$ cat src/rtl/core/utt_pkg.sv
// Shared types, constants and the UTF-8 byte builder for the UTF-16 to UTF-8 transcoder.
package utt_pkg;

  localparam int UTT_QUEUE_DEPTH = 4;

  // Error codes carried on each result item.
  localparam logic [1:0] ERR_NONE       = 2'd0;
  localparam logic [1:0] ERR_INCOMPLETE = 2'd1;
  localparam logic [1:0] ERR_DAMAGED    = 2'd2;
  localparam logic [1:0] ERR_MISSING    = 2'd3;

  // One unit of work for the back end: a code point and how many bytes it takes.
  // Error jobs carry a zero code point and a single byte.
  typedef struct packed {
    logic [20:0] code_point;
    logic [1:0]  bytes_m1;
    logic [1:0]  err;
    logic        str_end;
  } utt_job_t;

  // Byte number idx of the UTF-8 encoding of code_point, which is bytes_m1 + 1 bytes long.
  function automatic logic [7:0] utf8_byte(input logic [20:0] code_point,
                                           input logic [1:0]  bytes_m1,
                                           input logic [1:0]  idx);
    logic [7:0] b;
    b = 8'h00;
    unique case ({bytes_m1, idx})
      4'b00_00: b = code_point[7:0];
      4'b01_00: b = {3'b110, code_point[10:6]};
      4'b01_01: b = {2'b10, code_point[5:0]};
      4'b10_00: b = {4'b1110, code_point[15:12]};
      4'b10_01: b = {2'b10, code_point[11:6]};
      4'b10_10: b = {2'b10, code_point[5:0]};
      4'b11_00: b = {5'b11110, code_point[20:18]};
      4'b11_01: b = {2'b10, code_point[17:12]};
      4'b11_10: b = {2'b10, code_point[11:6]};
      4'b11_11: b = {2'b10, code_point[5:0]};
      default:  b = 8'h00;
    endcase
    return b;
  endfunction

endpackage

$ cat src/rtl/core/utt_front.sv
// Front end: accepts code units, tracks surrogate pairs and string failure, and queues jobs.
module utt_front import utt_pkg::*; (
  input  logic        clk,
  input  logic        rst,
  input  logic        accept,
  input  logic [15:0] code_unit,
  input  logic        end_of_string,
  output logic        push,
  output utt_job_t    job
);

  logic [9:0] pending_high_bits;
  logic [9:0] pending_high_bits_next;
  logic       pending_valid;
  logic       pending_valid_next;
  logic       string_failed;
  logic       string_failed_next;
  logic       is_high;
  logic       is_low;
  logic       make_job;

  assign is_high = (code_unit[15:10] == 6'b110110);
  assign is_low  = (code_unit[15:10] == 6'b110111);

  always_comb begin
    pending_high_bits_next = pending_high_bits;
    pending_valid_next     = pending_valid;
    string_failed_next     = string_failed;
    make_job               = 1'b0;
    job.code_point         = 21'd0;
    job.bytes_m1           = 2'd0;
    job.err                = ERR_NONE;
    job.str_end            = 1'b1;
    if (string_failed) begin
      // The rest of a failed string is dropped; its end unit clears the failure.
      if (end_of_string) begin
        string_failed_next = 1'b0;
      end
    end else if (pending_valid) begin
      make_job               = 1'b1;
      pending_valid_next     = 1'b0;
      pending_high_bits_next = 10'd0;
      if (!is_low) begin
        job.err            = ERR_DAMAGED;
        string_failed_next = !end_of_string;
      end else begin
        job.code_point = 21'h10000 + {1'b0, pending_high_bits, code_unit[9:0]};
        job.bytes_m1   = 2'd3;
        job.str_end    = end_of_string;
      end
    end else if (is_high) begin
      if (end_of_string) begin
        make_job = 1'b1;
        job.err  = ERR_INCOMPLETE;
      end else begin
        pending_valid_next     = 1'b1;
        pending_high_bits_next = code_unit[9:0];
      end
    end else if (is_low) begin
      make_job           = 1'b1;
      job.err            = ERR_MISSING;
      string_failed_next = !end_of_string;
    end else begin
      make_job       = 1'b1;
      job.code_point = {5'd0, code_unit};
      job.str_end    = end_of_string;
      if (code_unit[15:7] == 9'd0) begin
        job.bytes_m1 = 2'd0;
      end else if (code_unit[15:11] == 5'd0) begin
        job.bytes_m1 = 2'd1;
      end else begin
        job.bytes_m1 = 2'd2;
      end
    end
  end

  assign push = accept && make_job;

  always_ff @(posedge clk) begin
    if (rst) begin
      pending_high_bits <= 10'd0;
      pending_valid     <= 1'b0;
      string_failed     <= 1'b0;
    end else if (accept) begin
      pending_high_bits <= pending_high_bits_next;
      pending_valid     <= pending_valid_next;
      string_failed     <= string_failed_next;
    end
  end

endmodule

$ cat src/rtl/core/utt_queue.sv
// Short job queue between the front end and the back end.
module utt_queue import utt_pkg::*; #(
  parameter int DEPTH = UTT_QUEUE_DEPTH
) (
  input  logic     clk,
  input  logic     rst,
  input  logic     push,
  input  utt_job_t push_job,
  input  logic     pop,
  output utt_job_t head,
  output logic     empty,
  output logic     full
);

  localparam int PW = (DEPTH > 1) ? $clog2(DEPTH) : 1;
  localparam int CW = $clog2(DEPTH + 1);

  utt_job_t        slots [DEPTH];
  logic [PW-1:0]   wr_ptr;
  logic [PW-1:0]   rd_ptr;
  logic [CW-1:0]   count;

  assign empty = (count == CW'(0));
  assign full  = (count == CW'(DEPTH));
  assign head  = slots[rd_ptr];

  always_ff @(posedge clk) begin
    if (push) begin
      slots[wr_ptr] <= push_job;
    end
  end

  always_ff @(posedge clk) begin
    if (rst) begin
      wr_ptr <= '0;
      rd_ptr <= '0;
      count  <= '0;
    end else begin
      if (push) begin
        wr_ptr <= (wr_ptr == PW'(DEPTH - 1)) ? '0 : wr_ptr + PW'(1);
      end
      if (pop) begin
        rd_ptr <= (rd_ptr == PW'(DEPTH - 1)) ? '0 : rd_ptr + PW'(1);
      end
      if (push && !pop) begin
        count <= count + CW'(1);
      end else if (pop && !push) begin
        count <= count - CW'(1);
      end
    end
  end

endmodule

$ cat src/rtl/core/utt_back.sv
// Back end: walks jobs one byte per unstalled cycle into a registered output.
module utt_back import utt_pkg::*; (
  input  logic       clk,
  input  logic       rst,
  input  utt_job_t   head,
  input  logic       empty,
  output logic       pop,
  output logic       byte_valid,
  input  logic       byte_stall,
  output logic [7:0] out_byte,
  output logic [1:0] error_code,
  output logic       last_in_run,
  output logic       string_end
);

  logic [1:0] idx;
  logic       advance;
  logic       is_last;

  assign advance = !byte_valid || !byte_stall;
  assign is_last = (idx == head.bytes_m1);
  assign pop     = advance && !empty && is_last;

  always_ff @(posedge clk) begin
    if (rst) begin
      byte_valid <= 1'b0;
      idx        <= 2'd0;
    end else if (advance) begin
      byte_valid <= !empty;
      if (!empty) begin
        idx <= is_last ? 2'd0 : idx + 2'd1;
      end
    end
  end

  always_ff @(posedge clk) begin
    if (advance && !empty) begin
      out_byte    <= utf8_byte(head.code_point, head.bytes_m1, idx);
      error_code  <= head.err;
      last_in_run <= is_last;
      string_end  <= is_last && head.str_end;
    end
  end

endmodule

$ cat src/rtl/core/utf16_to_utf8_transcoder.sv
// Top level of the UTF-16 to UTF-8 transcoder: front end, job queue and byte emitter.
//
//   Channel | Direction | Handshake                 | Payload
//   --------+-----------+---------------------------+------------------------------------------
//   unit    | in        | unit_valid / unit_stall   | code_unit, end_of_string
//   byte    | out       | byte_valid / byte_stall   | out_byte, error_code, last_in_run,
//           |           |                           | string_end
//
// A code unit is taken in every cycle while the job queue has room; the front end
// classifies it in the cycle it arrives and queues at most one job.
// The back end sends one byte per cycle while byte_stall is low, and a unit yields one to
// four bytes (units that yield nothing send none); the output byte port sets the throughput.
// From accepted unit to first byte, a job passes through the queue and the output register.
// A stalled output holds its byte; the queue absorbs up to QUEUE_DEPTH jobs before
// unit_stall rises. Reset is synchronous and clears the surrogate state and the queue.
module utf16_to_utf8_transcoder import utt_pkg::*; #(
  parameter int QUEUE_DEPTH = UTT_QUEUE_DEPTH
) (
  input  logic        clk,
  input  logic        rst,
  input  logic        unit_valid,
  output logic        unit_stall,
  input  logic [15:0] code_unit,
  input  logic        end_of_string,
  output logic        byte_valid,
  input  logic        byte_stall,
  output logic [7:0]  out_byte,
  output logic [1:0]  error_code,
  output logic        last_in_run,
  output logic        string_end
);

  utt_job_t new_job;
  utt_job_t head_job;
  logic     push;
  logic     pop;
  logic     q_empty;
  logic     q_full;
  logic     unit_accept;

  // The queue being full is the only reason to hold off a code unit.
  assign unit_stall  = q_full;
  assign unit_accept = unit_valid && !unit_stall;

  utt_front u_front (
    .clk           (clk),
    .rst           (rst),
    .accept        (unit_accept),
    .code_unit     (code_unit),
    .end_of_string (end_of_string),
    .push          (push),
    .job           (new_job)
  );

  utt_queue #(
    .DEPTH (QUEUE_DEPTH)
  ) u_queue (
    .clk      (clk),
    .rst      (rst),
    .push     (push),
    .push_job (new_job),
    .pop      (pop),
    .head     (head_job),
    .empty    (q_empty),
    .full     (q_full)
  );

  utt_back u_back (
    .clk         (clk),
    .rst         (rst),
    .head        (head_job),
    .empty       (q_empty),
    .pop         (pop),
    .byte_valid  (byte_valid),
    .byte_stall  (byte_stall),
    .out_byte    (out_byte),
    .error_code  (error_code),
    .last_in_run (last_in_run),
    .string_end  (string_end)
  );

  // An error item is a single zero byte that ends both its run and its string.
  a_error_item: assert property (@(posedge clk) disable iff (rst)
    byte_valid && (error_code != ERR_NONE) |->
      (out_byte == 8'h00) && last_in_run && string_end)
    else $error("error item is not a lone terminating zero byte");

  // The end of a string always falls on the last byte of a run.
  a_end_on_last: assert property (@(posedge clk) disable iff (rst)
    byte_valid && string_end |-> last_in_run)
    else $error("string end flagged before the last byte of a run");

  // The front end never queues a job into a full queue.
  a_no_overflow: assert property (@(posedge clk) disable iff (rst)
    q_full |-> !push)
    else $error("job pushed into a full queue");

  // Nothing is taken from an empty queue.
  a_no_underflow: assert property (@(posedge clk) disable iff (rst)
    q_empty |-> !pop)
    else $error("job popped from an empty queue");

endmodule
$ cat config.mk
export PLATFORM = sky130hd
export DESIGN_NAME = utf16_to_utf8_transcoder
export DESIGN_NICKNAME = d
export VERILOG_FILES = /design/src/rtl/core/utt_pkg.sv /design/src/rtl/core/utt_front.sv /design/src/rtl/core/utt_queue.sv /design/src/rtl/core/utt_back.sv /design/src/rtl/core/utf16_to_utf8_transcoder.sv
export SDC_FILE = /design/constraint.sdc
export NUM_CORES = 1
export LEC_CHECK = 0
export BUFFER_PORTS_ARGS = -buffer_cell sky130_fd_sc_hd__buf_2
export CAP_MARGIN = 25
export CORE_AREA = 2 2 98 100
export CTS_BUF_LIST = sky130_fd_sc_hd__clkbuf_2
export CTS_CLUSTER_DIAMETER = 200
export DETAILED_ROUTE_END_ITERATION = 10
export DIE_AREA = 0 0 100 102
export PLACE_DENSITY_LB_ADDON = 0.1
export SYNTH_ARGS = -nofsm -noshare
export SYNTH_HDL_FRONTEND = slang
export SYNTH_SLANG_ARGS = --single-unit
$ cat constraint.sdc
create_clock -name clk -period 5.8 [get_ports clk]
set_input_delay 0.87 -clock clk [delete_from_list [all_inputs] [get_ports clk]]
set_output_delay 0.87 -clock clk [all_outputs]
set_load 0.05 [all_outputs]
# After elaboration in Yosys (flattened, before gate mapping)
# Memories as Yosys holds them, arrays and structs flattened. A register that Yosys moved wholly into a read port is not among the register bits.
# Cells that the tools add are included.
# totals
ff_bits	34
latchBits	0
ram_bits	104
mem_bits_ro	0
out_inout_bits	14
elab_cells	102
memories	1
# mem_list
name	depth	word_bits	read_ports	rd_ports_with_merged_regs	write_ports	line	text
u_queue.slots	4	26	1	1	1	utt_queue.sv:18	utt_job_t slots [DEPTH];
# op_classes
add_sub_neg	6
multipliers	0
div	0
order_cmp	0
eq_ne	16
n_shift	0
mux	39
n_bitwise	2
n_reduce_logical	26
# ops
op	n
8-bit one-hot mux with 7 select lines	1
26-bit 2-to-1 mux	2
18-bit 2-to-1 mux	2
10-bit 2-to-1 mux	3
4-bit equality test, second input constant	7
23-bit 2-to-1 mux	1
17-bit by 20-bit adder with 21-bit output, first input constant	1
2-bit 2-to-1 mux	10
1-bit 2-to-1 mux	18
6-bit equality test, second input constant	2
9-bit zero test	1
4-bit by 3-bit equality test with 1-bit output, second input constant	2
1-bit logical AND	7
1-bit zero test	7
2-bit by 1-bit adder with 2-bit output, second input constant	3
3-bit 2-to-1 mux	2
5-bit zero test	1
2-bit equality test, second input constant	2
4-bit zero test	1
2-bit AND reduction	2
4-bit AND reduction	1
2-bit nonzero test	2
3-bit by 1-bit adder with 3-bit output, second input constant	1
3-bit equality test, second input constant	1
8 further kinds	9

# Longest topological paths before layout
# logic_depth
ltp_word	9
depth_mapped	12
depth_no_buf	10

# Hierarchy
# From an unflattened synthesis, not the netlist that was laid out.
# unflattened
hier_cells	426
hier_area_um2	6312.3
# modules_own_cells
module	n_inst	cells_each	area_each_um2	seq_area_each_um2
utt_queue	1	180	4237.8	3303.2
utt_front	1	149	1058.5	240.2
utt_back	1	96	1002.2	420.4
utf16_to_utf8_transcoder	1	1	13.8	0.0

# Worst setup path after synthesis
# Ideal clock, no wire load.
# synth_path
kind	input to register
from	input code_unit[14]
to	register u_queue.count[2]
arrival_ns	2.924
required_time_ns	5.730
path_slack_ns	2.806
cell_stages	10
path_buffers	1
cell_sequence	and4b_1 > clkbuf_1 > and4_1 > nor2_1 > ha_1 > inv_1 > fa_1 > xor2_1 > or3_1 > a21oi_1
# synth_via
elab_chain_cells	8
# synth_rtl
item	line	text
start, declared	utf16_to_utf8_transcoder.sv:23	input logic [15:0] code_unit,
6-bit equality test (*)	utt_front.sv:22	assign is_high = (code_unit[15:10] == 6'b110110);
1-bit 2-to-1 mux (*)	utt_front.sv:51	end else if (is_high) begin
1-bit 2-to-1 mux (*)	utt_front.sv:39	end else if (pending_valid) begin
1-bit 2-to-1 mux (*)	utt_front.sv:34	if (string_failed) begin
1-bit logical AND (*)	utt_front.sv:77	assign push = accept && make_job;
via push	utf16_to_utf8_transcoder.sv:35	logic push;
1-bit zero test	utt_queue.sv:47	end else if (pop && !push) begin
1-bit logical AND	utt_queue.sv:47	
2-bit nonzero test (no source line)	-	
end signal, assigned	utt_queue.sv:46	count <= count + CW'(1);
end signal, assigned	utt_queue.sv:48	count <= count - CW'(1);
end, declared	utt_queue.sv:21	logic [CW-1:0] count;
# The timed path passes the listed nets; every way through them passes the cells marked *.
# A chain may end at the register's enable or synchronous reset.

==> flow_summary_export.csv <==
group,metric,value,unit
power,power_switching,1.029,mW
synth,yosysMostFrequentCell,"edfxtp_1",
run,maxCapViolations,0,
worst_setup_path,critPathArrivalTime,4.15,ns
worst_setup_path,critPathRequiredTime,6.40,ns
drt,drt_pass1_iterations,5,
drt,via_per_inst,6.294,
synth,syn_area,0.005928,mm²
floorplanning,dieArea,0.01020,mm²
grt,grt.overflow.total,0,
finish,fill_cells,609,
clocking,cts_root_buffer,"clkbuf_2",
finish,nets,449,
power,p_leak,2.270,nW
worst_setup_path,crit_path_end,"u_queue.count[2]$_SDFFE_PP0P_",
clocking,postCtsSetupBuffers,0,
finish,area_growth,9.899,%
synth,synth_edf_count,116,
floorplanning,initial_utilization,65.08,%
place,place.gp.congestion,0.9707,
clocking,clk_latency,0.68,ns
floorplanning,chipWidth,100,µm
clocking,clk_pin_slew_worst_paths,0.21,ns
finish,fin_util,71.52,%
synth,yosysTopAreaCellShare,58.76,%
power,seqPwrFrac,44.8,%
power,intPower,2.031,mW
power,ir_drop,0.0002677,V
synth,ys_seq_area_share,66.86,%
sta,finClkSkew,0.03826,ns
drt,drcViolationCount,0,
grt,grt_pass1_vias,3344,
finish,drive_gt1_share,24.94,%
synth,syn_avg_cell_area,15.68,µm²
sta,rsz0062_at_grt,"false",
clocking,htree_levels,4,
synth,synthTopCellsByArea,"edfxtp_1 59%, mux4_2 9.9%, dfxtp_1 8.1%",
synth,yosys.area.top_type,"edfxtp_1",
clocking,cts_buffers,17,
synth,ys_warn_count,0,
drt,antenna_left,0,
worst_setup_path,cp-end-kind,"flip-flop",
power,p_comb_share,31.3,%
synth,ys_top_cells_by_count,"116 x edfxtp_1, 27 x a21oi_1, 26 x mux4_2",
worst_setup_path,r2r_setup_slack,2.25,ns
sta,slew-limit-headroom,44.99,%
clocking,tritoncts,"done",
sta,setup_tns,0,ns
sta,worst_pin_slew,0.8251,ns
worst_setup_path,worst-r2r-cell-count,11,
grt,grt_first_pass_wirelength,18.02,mm
clocking,clkSinkCount,140,
place,placed_cell_area,0.006167,mm²
finish,antenna_cells,0,
worst_setup_path,cp_max_fo,16,
place,port_buffers,34,
power,sw_frac_of_total,33.62,%
sta,fmax,282.0,MHz
status,outcome,"finished clean",
worst_setup_path,startpoint_type,"flip-flop",
synth,syn_nets,411,
clocking,clockBufferDepth,2,
sta,finalSetupViolCount,0,
worst_setup_path,crit_type,"flip-flop to flip-flop",
synth,ys_async_sr_fraction,0,%
clocking,cts_resized,0,
worst_hold_path,hold_class,"primary input to flip-flop",
power,power.density,469.6,mW/mm²
drt,drt-total-wl,11.47,mm
synth,netlist_instances,378,
sta,hold_violations,0,
grt,grt_usage,24.65,%
drt,dr_total_vias,3399,
power,pwr-share-clk,23.9,%
clocking,hold_buffers,0,
floorplanning,die_y,102,µm
finish,multi_input_area,0.001814,mm²
grt,antenna_found_initial,0,
floorplanning,core,0.009109,mm²
place,hpwlAfterDp,7.652,mm
sta,fin_crit_sh,61.14,%
drt,wl_per_cell,21.23,µm
floorplanning,ioPinCount,35,
finish,design_area,0.006515,mm²
grt,grt_max_degree,27,
synth,yosys_register_bits,140,
sta,slew_viol_final,0,
worst_setup_path,rr_endpoint,"u_queue.count[2]$_SDFFE_PP0P_",
floorplanning,num_rows,35,
drt,drt_iter0_markers,250,
finish,register_area,0.003965,mm²
synth,synthFlopType,"edfxtp_1",
sta,min_period,3.546,ns
synth,ys_types,48,
placed cells by master (no fill, tap or decap), drive strengths merged, types with 3 or more instances in the layout:
cell type	count
edfxtp	116
buf	40
a21oi	27
mux4	26
dfxtp	24
nand3	23
clkbuf	18
and2	16
inv	15
o21ai	14
nor2	12
ha	11
mux2i	9
nand2	9
bufinv	6
a221o	5
and3	4
mux2	4
clkinv	4
a21o	3
o2bb2ai	3
xor2	3
or4	3
nand2b	3
a211oi	3
nor3	3
xnor2	3
worst min path at each step:
stage,start,end,cells after the start
4_1_cts,end_of_string,u_front.string_failed$_SDFFE_PP0P_,2
6_report,end_of_string,u_front.string_failed$_SDFFE_PP0P_,2
3_3_place_gp,u_back.byte_valid$_SDFFE_PP0N_,u_back.byte_valid$_SDFFE_PP0N_,2
2_1_floorplan,u_front.pending_high_bits[1]$_SDFFE_PP0P_,u_front.pending_high_bits[1]$_SDFFE_PP0P_,2
3_5_place_dp,u_back.byte_valid$_SDFFE_PP0N_,u_back.byte_valid$_SDFFE_PP0N_,2
5_1_grt,end_of_string,u_front.string_failed$_SDFFE_PP0P_,2
cell type report:
cell class                      count  area share (%)
Sequential cell                   140           60.86
Inverter                           11          0.6338
Tap cell                          111           2.132
Clock inverter                     14           3.649
Clock buffer                       18           1.383
Timing Repair Buffer               40           3.495
Multi-Input combinational cell    206           27.85
critical path, cell delays in order (launching register included):
cell	delay [ns]
dfxtp_2	0.63
buf_12	0.24
mux4_2	0.67
xnor2_1	0.38
nor3_2	0.12
inv_1	0.08
ha_1	0.17
inv_1	0.07
fa_1	0.43
xor2_1	0.19
or3_1	0.33
a21oi_1	0.17
flip-flops by register name (all words and copies together) (netlist names), named ones only:
register and count:
u_queue.slots 104, u_front.pending_high_bits 10, u_back.out_byte 8, u_queue.count 3, u_back.error_code 2, u_back.idx 2, u_queue.rd_ptr 2, u_queue.wr_ptr 2
u_back.byte_valid 1, u_back.last_in_run 1, u_back.string_end 1, u_front.pending_valid 1, u_front.string_failed 1
power by group through the flow:
| stage | Clock (mW) | Combinational (mW) | Sequential (mW) |
|---|---|---|---|
| 6_report | 0.730 | 0.959 | 1.37 |
| 3_3_place_gp | 0 | 0.904 | 1.42 |
| 5_1_grt | 0.777 | 1.03 | 1.39 |
| 3_5_place_dp | 0 | 0.915 | 1.42 |
| 2_1_floorplan | 0 | 0.599 | 1.53 |
| 4_1_cts | 0.740 | 0.922 | 1.40 |
metal layers:
metal  wire length (µm)  share of wire [%]  track usage (%)
met1               4937                 43            33.14
met2               5717                 50            40.85
met3                721                6.3            6.430
met4                 89               0.78            6.744
met5                  0                  0                0
per-stage QoR:
step / power [mW] / std cells / worst slack (ns) / hold WS [ns]
finish: 3.059 / 540 / 2.254 / 0.3942
global route: 3.201 / 540 / 2.001 / 0.3213
global placement: 2.323 / 507 / 2.169 / 0.4565
floorplan: 2.129 / 378 / 2.806 / 0.4502
detailed placement: 2.339 / 507 / 2.113 / 0.4644
CTS: 3.063 / 539 / 2.001 / 0.3589
cell families after synthesis:
group | count (synthesis) | synth area share (%)
flops | 140 | 66.86
simple gates | 84 | 7.788
compound gates | 65 | 6.923
mux | 39 | 12.22
buf+inv | 32 | 2.533
fa+ha+maj | 12 | 2.659
xor+xnor | 6 | 1.013
Note: power is estimated with default switching activity, not from simulation.
